**config.mk**
```make
export PLATFORM = sky130hd
export DESIGN_NAME = sstd_div
export DESIGN_NICKNAME = d
export VERILOG_FILES = /design/src/sv/sstd_pkg.sv /design/src/sv/sstd_div.sv
export SDC_FILE = /design/constraint.sdc
export NUM_CORES = 1
export LEC_CHECK = 0
export BUFFER_PORTS_ARGS = -buffer_cell sky130_fd_sc_hd__buf_4
export CAP_MARGIN = 20
export CELL_PAD_IN_SITES_DETAIL_PLACEMENT = 1
export CELL_PAD_IN_SITES_GLOBAL_PLACEMENT = 1
export CORE_AREA = 2 2 51 89
export DETAILED_ROUTE_END_ITERATION = 10
export DIE_AREA = 0 0 53 91
export HOLD_SLACK_MARGIN = 0.03
export PLACE_DENSITY_LB_ADDON = 0.1
export SLEW_MARGIN = 20
export SYNTH_ARGS = -nofsm -noshare
export SYNTH_HDL_FRONTEND = slang
export SYNTH_SLANG_ARGS = --single-unit
```
**constraint.sdc**
```tcl
create_clock -name clk_i -period 2.83 [get_ports clk_i]
set_input_delay 0.1415 -clock clk_i [delete_from_list [all_inputs] [get_ports clk_i]]
set_output_delay 0.1415 -clock clk_i [all_outputs]
set_load 0.01 [all_outputs]
```
**src/sv/sstd_pkg.sv**
```systemverilog
// shared constants and types for the slit-scan time displacement block
package sstd_pkg;

  localparam int MAX_BANDS_DEF  = 64;
  localparam int MAX_ROWS_DEF   = 256;
  localparam int MAX_COLS_DEF   = 256;
  localparam int PIXEL_BITS_DEF = 24;

  localparam int BAND_COUNT_W = 7;
  localparam int FRAME_ROWS_W = 9;
  localparam int CFG_DATA_W   = 9;
  localparam int CFG_IDX_W    = 1;
  localparam int DIV_CNT_W    = $clog2(FRAME_ROWS_W + 1);

  localparam logic [BAND_COUNT_W-1:0] BAND_COUNT_RST = 7'd50;
  localparam logic [FRAME_ROWS_W-1:0] FRAME_ROWS_RST = 9'd240;

  typedef enum logic [CFG_IDX_W-1:0] {
    REG_BAND_COUNT = 1'b0,
    REG_FRAME_ROWS = 1'b1
  } cfg_reg_e;

  typedef struct packed {
    logic busy;
    logic done;
  } div_status_t;

endpackage

```
**src/sv/sstd_div.sv**
```systemverilog
// bit-serial restoring divider for rows per band
module sstd_div
  import sstd_pkg::*;
(
  input  logic                    clk_i,
  input  logic                    rst_ni,
  input  logic                    start_i,
  input  logic [FRAME_ROWS_W-1:0] dividend_i,
  input  logic [BAND_COUNT_W-1:0] divisor_i,
  output logic [FRAME_ROWS_W-1:0] quot_o,
  output div_status_t             status_o
);

  logic [DIV_CNT_W-1:0]    cnt_q, cnt_d;
  logic                    busy_q, busy_d;
  logic                    done_q, done_d;
  logic [FRAME_ROWS_W-1:0] quo_q, quo_d;
  logic [BAND_COUNT_W-1:0] rem_q, rem_d;
  logic [BAND_COUNT_W-1:0] dvs_q, dvs_d;
  logic [BAND_COUNT_W:0]   rem_sh;
  logic [BAND_COUNT_W:0]   rem_sub;
  logic                    ge;

  always_comb begin
    rem_sh  = {rem_q, quo_q[FRAME_ROWS_W-1]};
    ge      = rem_sh >= {1'b0, dvs_q};
    rem_sub = rem_sh - {1'b0, dvs_q};
    cnt_d   = cnt_q;
    busy_d  = busy_q;
    done_d  = 1'b0;
    quo_d   = quo_q;
    rem_d   = rem_q;
    dvs_d   = dvs_q;
    if (start_i) begin
      cnt_d  = DIV_CNT_W'(FRAME_ROWS_W);
      busy_d = 1'b1;
      quo_d  = dividend_i;
      rem_d  = '0;
      dvs_d  = divisor_i;
    end else if (busy_q) begin
      // one quotient bit per cycle
      quo_d = {quo_q[FRAME_ROWS_W-2:0], ge};
      rem_d = ge ? rem_sub[BAND_COUNT_W-1:0] : rem_sh[BAND_COUNT_W-1:0];
      cnt_d = cnt_q - 1'b1;
      if (cnt_q == DIV_CNT_W'(1)) begin
        busy_d = 1'b0;
        done_d = 1'b1;
      end
    end
  end

  always_ff @(posedge clk_i or negedge rst_ni) begin
    if (!rst_ni) begin
      cnt_q  <= '0;
      busy_q <= 1'b0;
      done_q <= 1'b0;
    end else begin
      cnt_q  <= cnt_d;
      busy_q <= busy_d;
      done_q <= done_d;
    end
  end

  always_ff @(posedge clk_i) begin
    quo_q <= quo_d;
    rem_q <= rem_d;
    dvs_q <= dvs_d;
  end

  assign quot_o        = quo_q;
  assign status_o.busy = busy_q;
  assign status_o.done = done_q;

endmodule

```
==> impl_results.html, run 1 <==
<table>
<tr><th>Metric</th><th>Value</th></tr>
<tr><th colspan="2">Floorplanning</th></tr>
<tr><td>Area of the core</td><td>0.00407 mm^2</td></tr>
<tr><td>Boundary Pins</td><td>30</td></tr>
<tr><td>Number of core rows</td><td>31</td></tr>
<tr><td>Die Wd</td><td>53 um</td></tr>
<tr><td>Starting density of the core</td><td>42.1%</td></tr>
<tr><td>Vertical extent of the die</td><td>91 um</td></tr>
<tr><td>Total die area</td><td>0.00482 mm^2</td></tr>
<tr><th colspan="2">Logic synthesis</th></tr>
<tr><td>Synthesized cell area</td><td>0.00172 mm^2</td></tr>
<tr><td>Most frequently used cell type in the post-synthesis netlist</td><td>sky130_fd_sc_hd__edfxtp_1</td></tr>
<tr><td>Average cell area after synthesis</td><td>10.8 um^2</td></tr>
<tr><td>Async set-or-reset flop fraction in the synthesized netlist</td><td>20.7%</td></tr>
<tr><td>Sequential area share after synthesis</td><td>44.9%</td></tr>
<tr><td>Number of flops mapped to enable cells by yosys</td><td>16</td></tr>
<tr><td>Yosys warning count</td><td>0</td></tr>
<tr><td>Gate count of the mapped netlist</td><td>159</td></tr>
<tr><td>Largest area contributor in the netlist</td><td>sky130_fd_sc_hd__edfxtp_1</td></tr>
<tr><td>Leading post-synthesis cells by instance count</td><td>16 x sky130_fd_sc_hd__edfxtp_1, 14 x sky130_fd_sc_hd__nor2_1, 13 x sky130_fd_sc_hd__inv_1</td></tr>
<tr><td>Most used flip-flop cell after synthesis</td><td>sky130_fd_sc_hd__edfxtp_1</td></tr>
<tr><td>Number of synthesized register bits</td><td>29</td></tr>
<tr><td>Nets in the synthesized netlist</td><td>188</td></tr>
<tr><td>Fraction of post-synthesis cell area in the top cell type by area</td><td>28.0%</td></tr>
<tr><td>Library cells used by synthesis</td><td>46</td></tr>
<tr><td>Leading cell types by total area after synthesis</td><td>sky130_fd_sc_hd__edfxtp_1 28%, sky130_fd_sc_hd__dfrtp_1 8.8%, sky130_fd_sc_hd__dfxtp_1 8.2%</td></tr>
<tr><th colspan="2">Power</th></tr>
<tr><td>Net Sw Power</td><td>0.745 mW</td></tr>
<tr><td>Part of the total power dissipated in combinational logic</td><td>45.2%</td></tr>
<tr><td>Register share of total power</td><td>34.5%</td></tr>
<tr><td>Relative contribution of the clock network to total power</td><td>20.3%</td></tr>
<tr><td>Power density over the cells</td><td>954 mW/mm^2</td></tr>
<tr><td>Total leakage power</td><td>0.884 nW</td></tr>
<tr><td>Internal power of the cells</td><td>1.28 mW</td></tr>
<tr><td>Net Sw Frac</td><td>36.8%</td></tr>
<tr><td>Maximum vdd drop</td><td>536 uV</td></tr>
<tr><th colspan="2">Min path</th></tr>
<tr><td>Worst min-delay path class</td><td>in -&gt; reg</td></tr>
<tr><th colspan="2">Critical path</th></tr>
<tr><td>Highest net fanout along the worst path</td><td>9</td></tr>
<tr><td>CP Data Required Time</td><td>3.02 ns</td></tr>
<tr><td>Worst endpoint data arrival time</td><td>2.52 ns</td></tr>
<tr><td>Type of destination of the critical path</td><td>register</td></tr>
<tr><td>Category of the worst setup path launch point</td><td>register</td></tr>
<tr><td>Crit path kind</td><td>reg -&gt; reg</td></tr>
<tr><th colspan="2">STA</th></tr>
<tr><td>Final setup TNS</td><td>0 ns</td></tr>
<tr><td>Max Clock Skew</td><td>0.00770 ns</td></tr>
<tr><td>Setup violation total in the final timing report</td><td>0</td></tr>
<tr><td>Worst Hold Slack</td><td>0.160 ns</td></tr>
<tr><td>Unrepaired setup endpoints after global routing</td><td>false</td></tr>
<tr><td>FMAX</td><td>429 MHz</td></tr>
<tr><td>Max Slew Vio Count</td><td>0</td></tr>
<tr><td>Worst slew slack as a fraction of its limit</td><td>64.4%</td></tr>
<tr><td>Total count of hold-check failures in the final report</td><td>0</td></tr>
<tr><td>Transition time at the pin with the least slew margin</td><td>0.520 ns</td></tr>
<tr><td>Final cycle utilization of the critical path</td><td>82.3%</td></tr>
<tr><td>Crit path time final</td><td>2.33 ns</td></tr>
<tr><th colspan="2">Layout</th></tr>
<tr><td>Number of nets in the layout</td><td>222</td></tr>
<tr><td>Cell area after layout</td><td>0.00212 mm^2</td></tr>
<tr><td>Fill cell count</td><td>472</td></tr>
<tr><td>Area growth from synthesis to layout</td><td>23.7%</td></tr>
<tr><td>Ant. Diodes</td><td>0</td></tr>
<tr><td>Proportion of layout cells with a drive suffix above 1</td><td>28.4%</td></tr>
<tr><th colspan="2">Global routing</th></tr>
<tr><td>Initial antenna violation count</td><td>0</td></tr>
<tr><td>Maximum number of pins on one net before global-route repair</td><td>37</td></tr>
<tr><td>First-pass GRT wire length</td><td>6.22 mm</td></tr>
<tr><td>Total overflow reported by the global router</td><td>0</td></tr>
<tr><td>Gr usage total</td><td>17.6%</td></tr>
<tr><td>Vias in the first global route</td><td>1377</td></tr>
<tr><th colspan="2">Placed design</th></tr>
<tr><td>Placed Instance Area</td><td>0.00194 mm^2</td></tr>
<tr><td>Post-detail-place hpwl</td><td>2.81 mm</td></tr>
<tr><td>Quantity of I/O buffers inserted on ports</td><td>29</td></tr>
<tr><td>Routability congestion estimate from global placement</td><td>0.811</td></tr>
<tr><th colspan="2">Status</th></tr>
<tr><td>Status</td><td>complete, no violations</td></tr>
<tr><th colspan="2">Routing</th></tr>
<tr><td>Final routed DRC violation total</td><td>0</td></tr>
<tr><td>Number of nets with antenna violations after detailed routing</td><td>0</td></tr>
<tr><td>Iter 0 DRT Violations</td><td>13</td></tr>
<tr><td>Vias per cell</td><td>5.30</td></tr>
<tr><td>Vias</td><td>1288</td></tr>
<tr><td>Average wire per standard cell</td><td>15.4 um</td></tr>
<tr><td>Pre-Repair DR Iteration Count</td><td>4</td></tr>
<tr><td>Aggregate routed wire length</td><td>3.73 mm</td></tr>
<tr><th colspan="2">Clock tree</th></tr>
<tr><td>TritonCTS sink count</td><td>29</td></tr>
<tr><td>Clock tree from TritonCTS</td><td>done</td></tr>
<tr><td>Max clock buf depth</td><td>2</td></tr>
<tr><td>Clk root buf</td><td>sky130_fd_sc_hd__clkbuf_8</td></tr>
<tr><td>CTS H-Tree Depth</td><td>2</td></tr>
<tr><td>Clk Latency, worst-skew pair</td><td>0.28 ns</td></tr>
<tr><td>CTS clk-pin slew, worst paths</td><td>0.07 ns</td></tr>
<tr><td>Post-CTS Setup Inserts</td><td>0</td></tr>
<tr><td>Clock buffer count from CTS</td><td>5</td></tr>
<tr><th colspan="2">Run</th></tr>
<tr><td>Number of violations of the max-capacitance limit</td><td>0</td></tr>
</table>
[through the flow]
| step | setup WS, ns | power [mW] | std cells | util, % |
|---|---|---|---|---|
| floorplan | 0.601 | 1.40 | 159 | - |
| global placement | 0.581 | 1.59 | 227 | 47.5 |
| detailed placement | 0.512 | 1.63 | 227 | 47.5 |
| CTS | 0.476 | 2.06 | 241 | 51.6 |
| global route | 0.361 | 2.19 | 243 | 52.1 |
| finish | 0.501 | 2.02 | 243 | 52.1 |
[timing repair]
action | 4_1_cts | 5_1_grt
hold buffers | 6 | 2
hold endpoints to repair | 11 | 2
endpoints found under the setup margin | 0 | 0
resized for setup | 0 | 0
[critical path, cell delays in order (launching register included)]
cell                       delay, ns
sky130_fd_sc_hd__edfxtp_1       0.35
sky130_fd_sc_hd__inv_1          0.07
sky130_fd_sc_hd__ha_1           0.22
sky130_fd_sc_hd__fa_1           0.40
sky130_fd_sc_hd__nand2b_1       0.19
sky130_fd_sc_hd__a211o_1        0.39
sky130_fd_sc_hd__and3_1         0.33
sky130_fd_sc_hd__a311oi_2       0.29
[power groups by stage]
stage | sequential, mW | clock, mW | combinational [mW]
finish | 0.697 | 0.411 | 0.915
global route | 0.721 | 0.447 | 1.03
CTS | 0.702 | 0.429 | 0.927
detailed placement | 0.709 | 0 | 0.917
global placement | 0.701 | 0 | 0.886
floorplan | 0.683 | 0 | 0.715
[registers in the layout, indices dropped and copies added, names as in the netlist]
signal	count
dvs_q	7
busy_q	1
quot_o	9
cnt_q	4
done_q	1
rem_q	7
[final timing paths]
| path | startpoint | end | slack, ns | cells past startpoint |
|---|---|---|---|---|
| max reg2reg | quot_o[8]$_DFFE_PP_ | rem_q[2]$_SDFFE_PP0P_ | 0.50 | 7 |
| max in group asynchronous | rst_ni | cnt_q[2]$_DFFE_PN0P_ | 2.50 | 2 |
| max | quot_o[8]$_DFFE_PP_ | rem_q[2]$_SDFFE_PP0P_ | 0.50 | 7 |
| min reg2reg | rem_q[1]$_SDFFE_PP0P_ | rem_q[2]$_SDFFE_PP0P_ | 0.54 | 2 |
| min | dividend_i[1] | quot_o[1]$_DFFE_PP_ | 0.16 | 2 |
| min in group asynchronous | rst_ni | cnt_q[1]$_DFFE_PN0P_ | 0.21 | 2 |
[layout by cell type (no fill, tap or decap), types with 5 or more instances in the layout]
| master | count |
|---|---|
| sky130_fd_sc_hd__nor3b_1 | 5 |
| sky130_fd_sc_hd__edfxtp_1 | 16 |
| sky130_fd_sc_hd__nand2_1 | 11 |
| sky130_fd_sc_hd__clkbuf_8 | 5 |
| sky130_fd_sc_hd__mux2_2 | 8 |
| sky130_fd_sc_hd__nor2_1 | 14 |
| sky130_fd_sc_hd__dfrtp_1 | 6 |
| sky130_fd_sc_hd__dfxtp_1 | 7 |
| sky130_fd_sc_hd__dlygate4sd3_1 | 8 |
| sky130_fd_sc_hd__inv_1 | 13 |
| sky130_fd_sc_hd__nand2b_1 | 8 |
| sky130_fd_sc_hd__buf_4 | 30 |
| sky130_fd_sc_hd__ha_1 | 9 |
[kinds of logic after synthesis]
group,synth area share (%)
and+or+nand+nor,16.3
buffers and inverters,6.71
xor gates and xnor gates,3.06
adders and majority gates,7.73
DFF,44.9
AOI/OAI and AO/OA,15.4
muxes,5.84
[area by class of cell]
type,instances,area (um^2),area share (%)
Multi-Input combinational cell,106,830,39.1
Clock inverter,2,33.8,1.59
Inverter,13,48.8,2.30
Clock buffer,6,72.6,3.42
Sequential cell,29,771,36.3
Timing Repair Buffer,38,305,14.4
Tap cell,49,61.3,2.89
[layer usage]
metal  routed length, um  track usage, %  share of wire [%]  up-vias
met5                   0               0                  0        -
met4                 106            8.33                2.8        0
met3                  85            4.61                2.3       11
met2                2110            30.5                 57       20
met1                1430            18.8                 38      622
li1                    -               -                  -      635
Note: power is estimated with default switching activity, not from simulation.
==> run 2: changes to the inputs <==
Clock period 2.83 ns to 2.31 ns, I/O delays scaled along.
==> run 2 against run 1 <==
Sequential power up 23%. Clock power down 2%. Non-clock buffer count up 3. Clock-buffer cell count unchanged. Via count up 0.70%. Register-to-register slack worse by 0.34 ns. Final cell count up 1.2%. Critical path type unchanged. Highest routed layer unchanged.
==> impl_results.html, run 2 (synthesis results as in run 1) <==
<table>
<tr><th>Metric</th><th>Value</th></tr>
<tr><th colspan="2">Critical path</th></tr>
<tr><td>Type of destination of the critical path</td><td>register</td></tr>
<tr><td>Worst-path cell with the longest stage delay</td><td>sky130_fd_sc_hd__fa_1</td></tr>
<tr><td>Buffering stage count on the worst path with inverters included</td><td>1</td></tr>
<tr><td>Highest net fanout along the worst path</td><td>6</td></tr>
<tr><td>Worst endpoint data arrival time</td><td>2.34 ns</td></tr>
<tr><td>Category of the worst setup path launch point</td><td>register</td></tr>
<tr><td>Crit path kind</td><td>reg -&gt; reg</td></tr>
<tr><td>CP top delay family</td><td>adder cells</td></tr>
<tr><td>CP Data Required Time</td><td>2.51 ns</td></tr>
<tr><td>Largest stage delay, worst path</td><td>0.40 ns</td></tr>
<tr><td>Worst reg2reg startpoint</td><td>quot_o[8]$_DFFE_PP_</td></tr>
<tr><td>Cells traversed along the worst timing path</td><td>inv_1 &gt; ha_1 &gt; fa_1 &gt; nand2b_1 &gt; a211o_1 &gt; and3_1 &gt; a311oi_2</td></tr>
<tr><td>Source of the critical timing path</td><td>quot_o[8]$_DFFE_PP_</td></tr>
<tr><th colspan="2">STA</th></tr>
<tr><td>Max Clock Skew</td><td>0.00763 ns</td></tr>
<tr><td>Max Slew Vio Count</td><td>0</td></tr>
<tr><td>PnR worst setup slack</td><td>0.164 ns</td></tr>
<tr><td>Final setup TNS</td><td>0 ns</td></tr>
<tr><td>Total count of hold-check failures in the final report</td><td>0</td></tr>
<tr><td>Unrepaired setup endpoints after global routing</td><td>false</td></tr>
<tr><td>Worst Hold Slack</td><td>0.132 ns</td></tr>
<tr><td>FMAX</td><td>466 MHz</td></tr>
<tr><td>Final cycle utilization of the critical path</td><td>92.9%</td></tr>
<tr><td>Worst slew slack as a fraction of its limit</td><td>60.7%</td></tr>
<tr><td>Setup violation total in the final timing report</td><td>0</td></tr>
<tr><td>Crit path time final</td><td>2.15 ns</td></tr>
<tr><td>Transition time at the pin with the least slew margin</td><td>0.589 ns</td></tr>
<tr><th colspan="2">Power</th></tr>
<tr><td>Final Power</td><td>2.43 mW</td></tr>
<tr><td>Maximum vdd drop</td><td>620 uV</td></tr>
<tr><td>Total leakage power</td><td>0.889 nW</td></tr>
<tr><td>Power density over the cells</td><td>1150 mW/mm^2</td></tr>
<tr><th colspan="2">Routing</th></tr>
<tr><td>Aggregate routed wire length</td><td>3.99 mm</td></tr>
<tr><td>Final routed DRC violation total</td><td>0</td></tr>
<tr><td>Iter 0 DRT Violations</td><td>24</td></tr>
<tr><td>Wire length on met1</td><td>1.50 mm</td></tr>
<tr><td>Met3 wire length</td><td>96 um</td></tr>
<tr><td>Vias</td><td>1297</td></tr>
<tr><td>Average wire per standard cell</td><td>16.2 um</td></tr>
<tr><td>Number of nets with antenna violations after detailed routing</td><td>0</td></tr>
<tr><td>Top routing layer in use</td><td>met4</td></tr>
<tr><td>Detailed route wirelength on metal2</td><td>2.31 mm</td></tr>
<tr><td>Vias per cell</td><td>5.27</td></tr>
<tr><td>Pre-Repair DR Iteration Count</td><td>4</td></tr>
<tr><th colspan="2">Clock tree</th></tr>
<tr><td>Clk Latency, worst-skew pair</td><td>0.29 ns</td></tr>
<tr><td>CTS clk-pin slew, worst paths</td><td>0.07 ns</td></tr>
<tr><td>Clock tree from TritonCTS</td><td>done</td></tr>
<tr><td>Max clock buf depth</td><td>2</td></tr>
<tr><td>Clk root buf</td><td>sky130_fd_sc_hd__clkbuf_8</td></tr>
<tr><td>Post-CTS Setup Inserts</td><td>0</td></tr>
<tr><td>Clock buffer count from CTS</td><td>5</td></tr>
<tr><td>CTS H-Tree Depth</td><td>2</td></tr>
<tr><td>TritonCTS sink count</td><td>29</td></tr>
<tr><th colspan="2">Run</th></tr>
<tr><td>Number of violations of the max-capacitance limit</td><td>0</td></tr>
<tr><th colspan="2">Placed design</th></tr>
<tr><td>Cell total after placement</td><td>230</td></tr>
<tr><td>Quantity of I/O buffers inserted on ports</td><td>29</td></tr>
<tr><td>Placed Instance Area</td><td>0.00196 mm^2</td></tr>
<tr><td>Post-detail-place hpwl</td><td>3.01 mm</td></tr>
<tr><td>DP Worst Slack</td><td>0.153 ns</td></tr>
<tr><td>Routability congestion estimate from global placement</td><td>0.833</td></tr>
<tr><th colspan="2">Global routing</th></tr>
<tr><td>Vias in the first global route</td><td>1427</td></tr>
<tr><td>First-pass GRT wire length</td><td>6.40 mm</td></tr>
<tr><td>Initial antenna violation count</td><td>0</td></tr>
<tr><td>Gr usage total</td><td>18.4%</td></tr>
<tr><td>Maximum number of pins on one net before global-route repair</td><td>37</td></tr>
<tr><td>Total overflow reported by the global router</td><td>0</td></tr>
<tr><th colspan="2">Layout</th></tr>
<tr><td>Number of flip-flops under the largest register name</td><td>9</td></tr>
<tr><td>Number of nets in the layout</td><td>225</td></tr>
<tr><td>Final core occ</td><td>52.1%</td></tr>
<tr><td>Fill cell count</td><td>476</td></tr>
<tr><td>Area growth from synthesis to layout</td><td>23.6%</td></tr>
<tr><td>Cell area after layout</td><td>0.00212 mm^2</td></tr>
<tr><td>Proportion of layout cells with a drive suffix above 1</td><td>29.9%</td></tr>
<tr><td>Ant. Diodes</td><td>0</td></tr>
<tr><td>Most common cell after layout, fill and taps aside</td><td>sky130_fd_sc_hd__buf_4</td></tr>
<tr><td>Leading cell types in the layout, fill and taps excluded</td><td>33 x sky130_fd_sc_hd__buf_4, 16 x sky130_fd_sc_hd__edfxtp_1, 14 x sky130_fd_sc_hd__nor2_1, 13 x sky130_fd_sc_hd__inv_1, 11 x sky130_fd_sc_hd__nand2_1</td></tr>
<tr><td>Final Non-Filler Cells</td><td>246</td></tr>
<tr><th colspan="2">Floorplanning</th></tr>
<tr><td>Number of core rows</td><td>31</td></tr>
<tr><td>Area of the core</td><td>0.00407 mm^2</td></tr>
<tr><td>Starting density of the core</td><td>42.1%</td></tr>
<tr><td>Total die area</td><td>0.00482 mm^2</td></tr>
<tr><td>Boundary Pins</td><td>30</td></tr>
<tr><td>Die Wd</td><td>53 um</td></tr>
<tr><td>Vertical extent of the die</td><td>91 um</td></tr>
<tr><th colspan="2">Min path</th></tr>
<tr><td>Worst min-delay path class</td><td>in -&gt; reg</td></tr>
<tr><td>Origin of the worst min-delay path</td><td>dividend_i[3]</td></tr>
<tr><th colspan="2">Status</th></tr>
<tr><td>Status</td><td>complete, no violations</td></tr>
</table>
==> run 2: final timing paths <==
check | endpoint | slack, ns | depth (start not counted)
min in group asynchronous | cnt_q[1]$_DFFE_PN0P_ | 0.17 | 2
worst min register to register | rem_q[2]$_SDFFE_PP0P_ | 0.54 | 2
worst min-delay path | quot_o[3]$_DFFE_PP_ | 0.13 | 2
max in group asynchronous | done_q$_DFF_PN0_ | 2.02 | 2
worst max-delay path | rem_q[2]$_SDFFE_PP0P_ | 0.16 | 7
worst max register to register | rem_q[2]$_SDFFE_PP0P_ | 0.16 | 7
==> run 2: area by class of cell <==
type | instances | area, um^2 | share of cell area, %
sequential | 29 | 771 | 36.3
inverter | 13 | 48.8 | 2.30
timing repair buffer | 41 | 328 | 15.5
clock buffer | 6 | 72.6 | 3.42
multi-input combinational | 106 | 830 | 39.1
clock inverter | 2 | 10.0 | 0.472
tap | 49 | 61.3 | 2.89
==> run 2: worst register-to-register path: cells and delay by family (launching register included) <==
family / cells / cell delay, ns
fa+ha+maj: 2 / 0.63
compound gates: 2 / 0.56
simple gates: 2 / 0.47
flops: 1 / 0.34
buf+inv: 1 / 0.07
==> run 2: metal layers <==
metal / track usage, % / up-vias
met5: 0 / -
met1: 17.7 / 632
met2: 33.4 / 16
met4: 9.40 / 0
li1: - / 642
met3: 4.93 / 7
==> run 2: what timing repair did <==
item / CTS / global route
resized for setup: 0 / 0
endpoints found under the hold margin: 13 / 0
hold buffers: 8 / 0
==> run 2: where the power goes <==
group	internal [mW]	total [mW]	switching [mW]
Clock	0.208	0.404	0.196
Sequential	0.717	0.858	0.142
Combinational	0.566	1.17	0.606
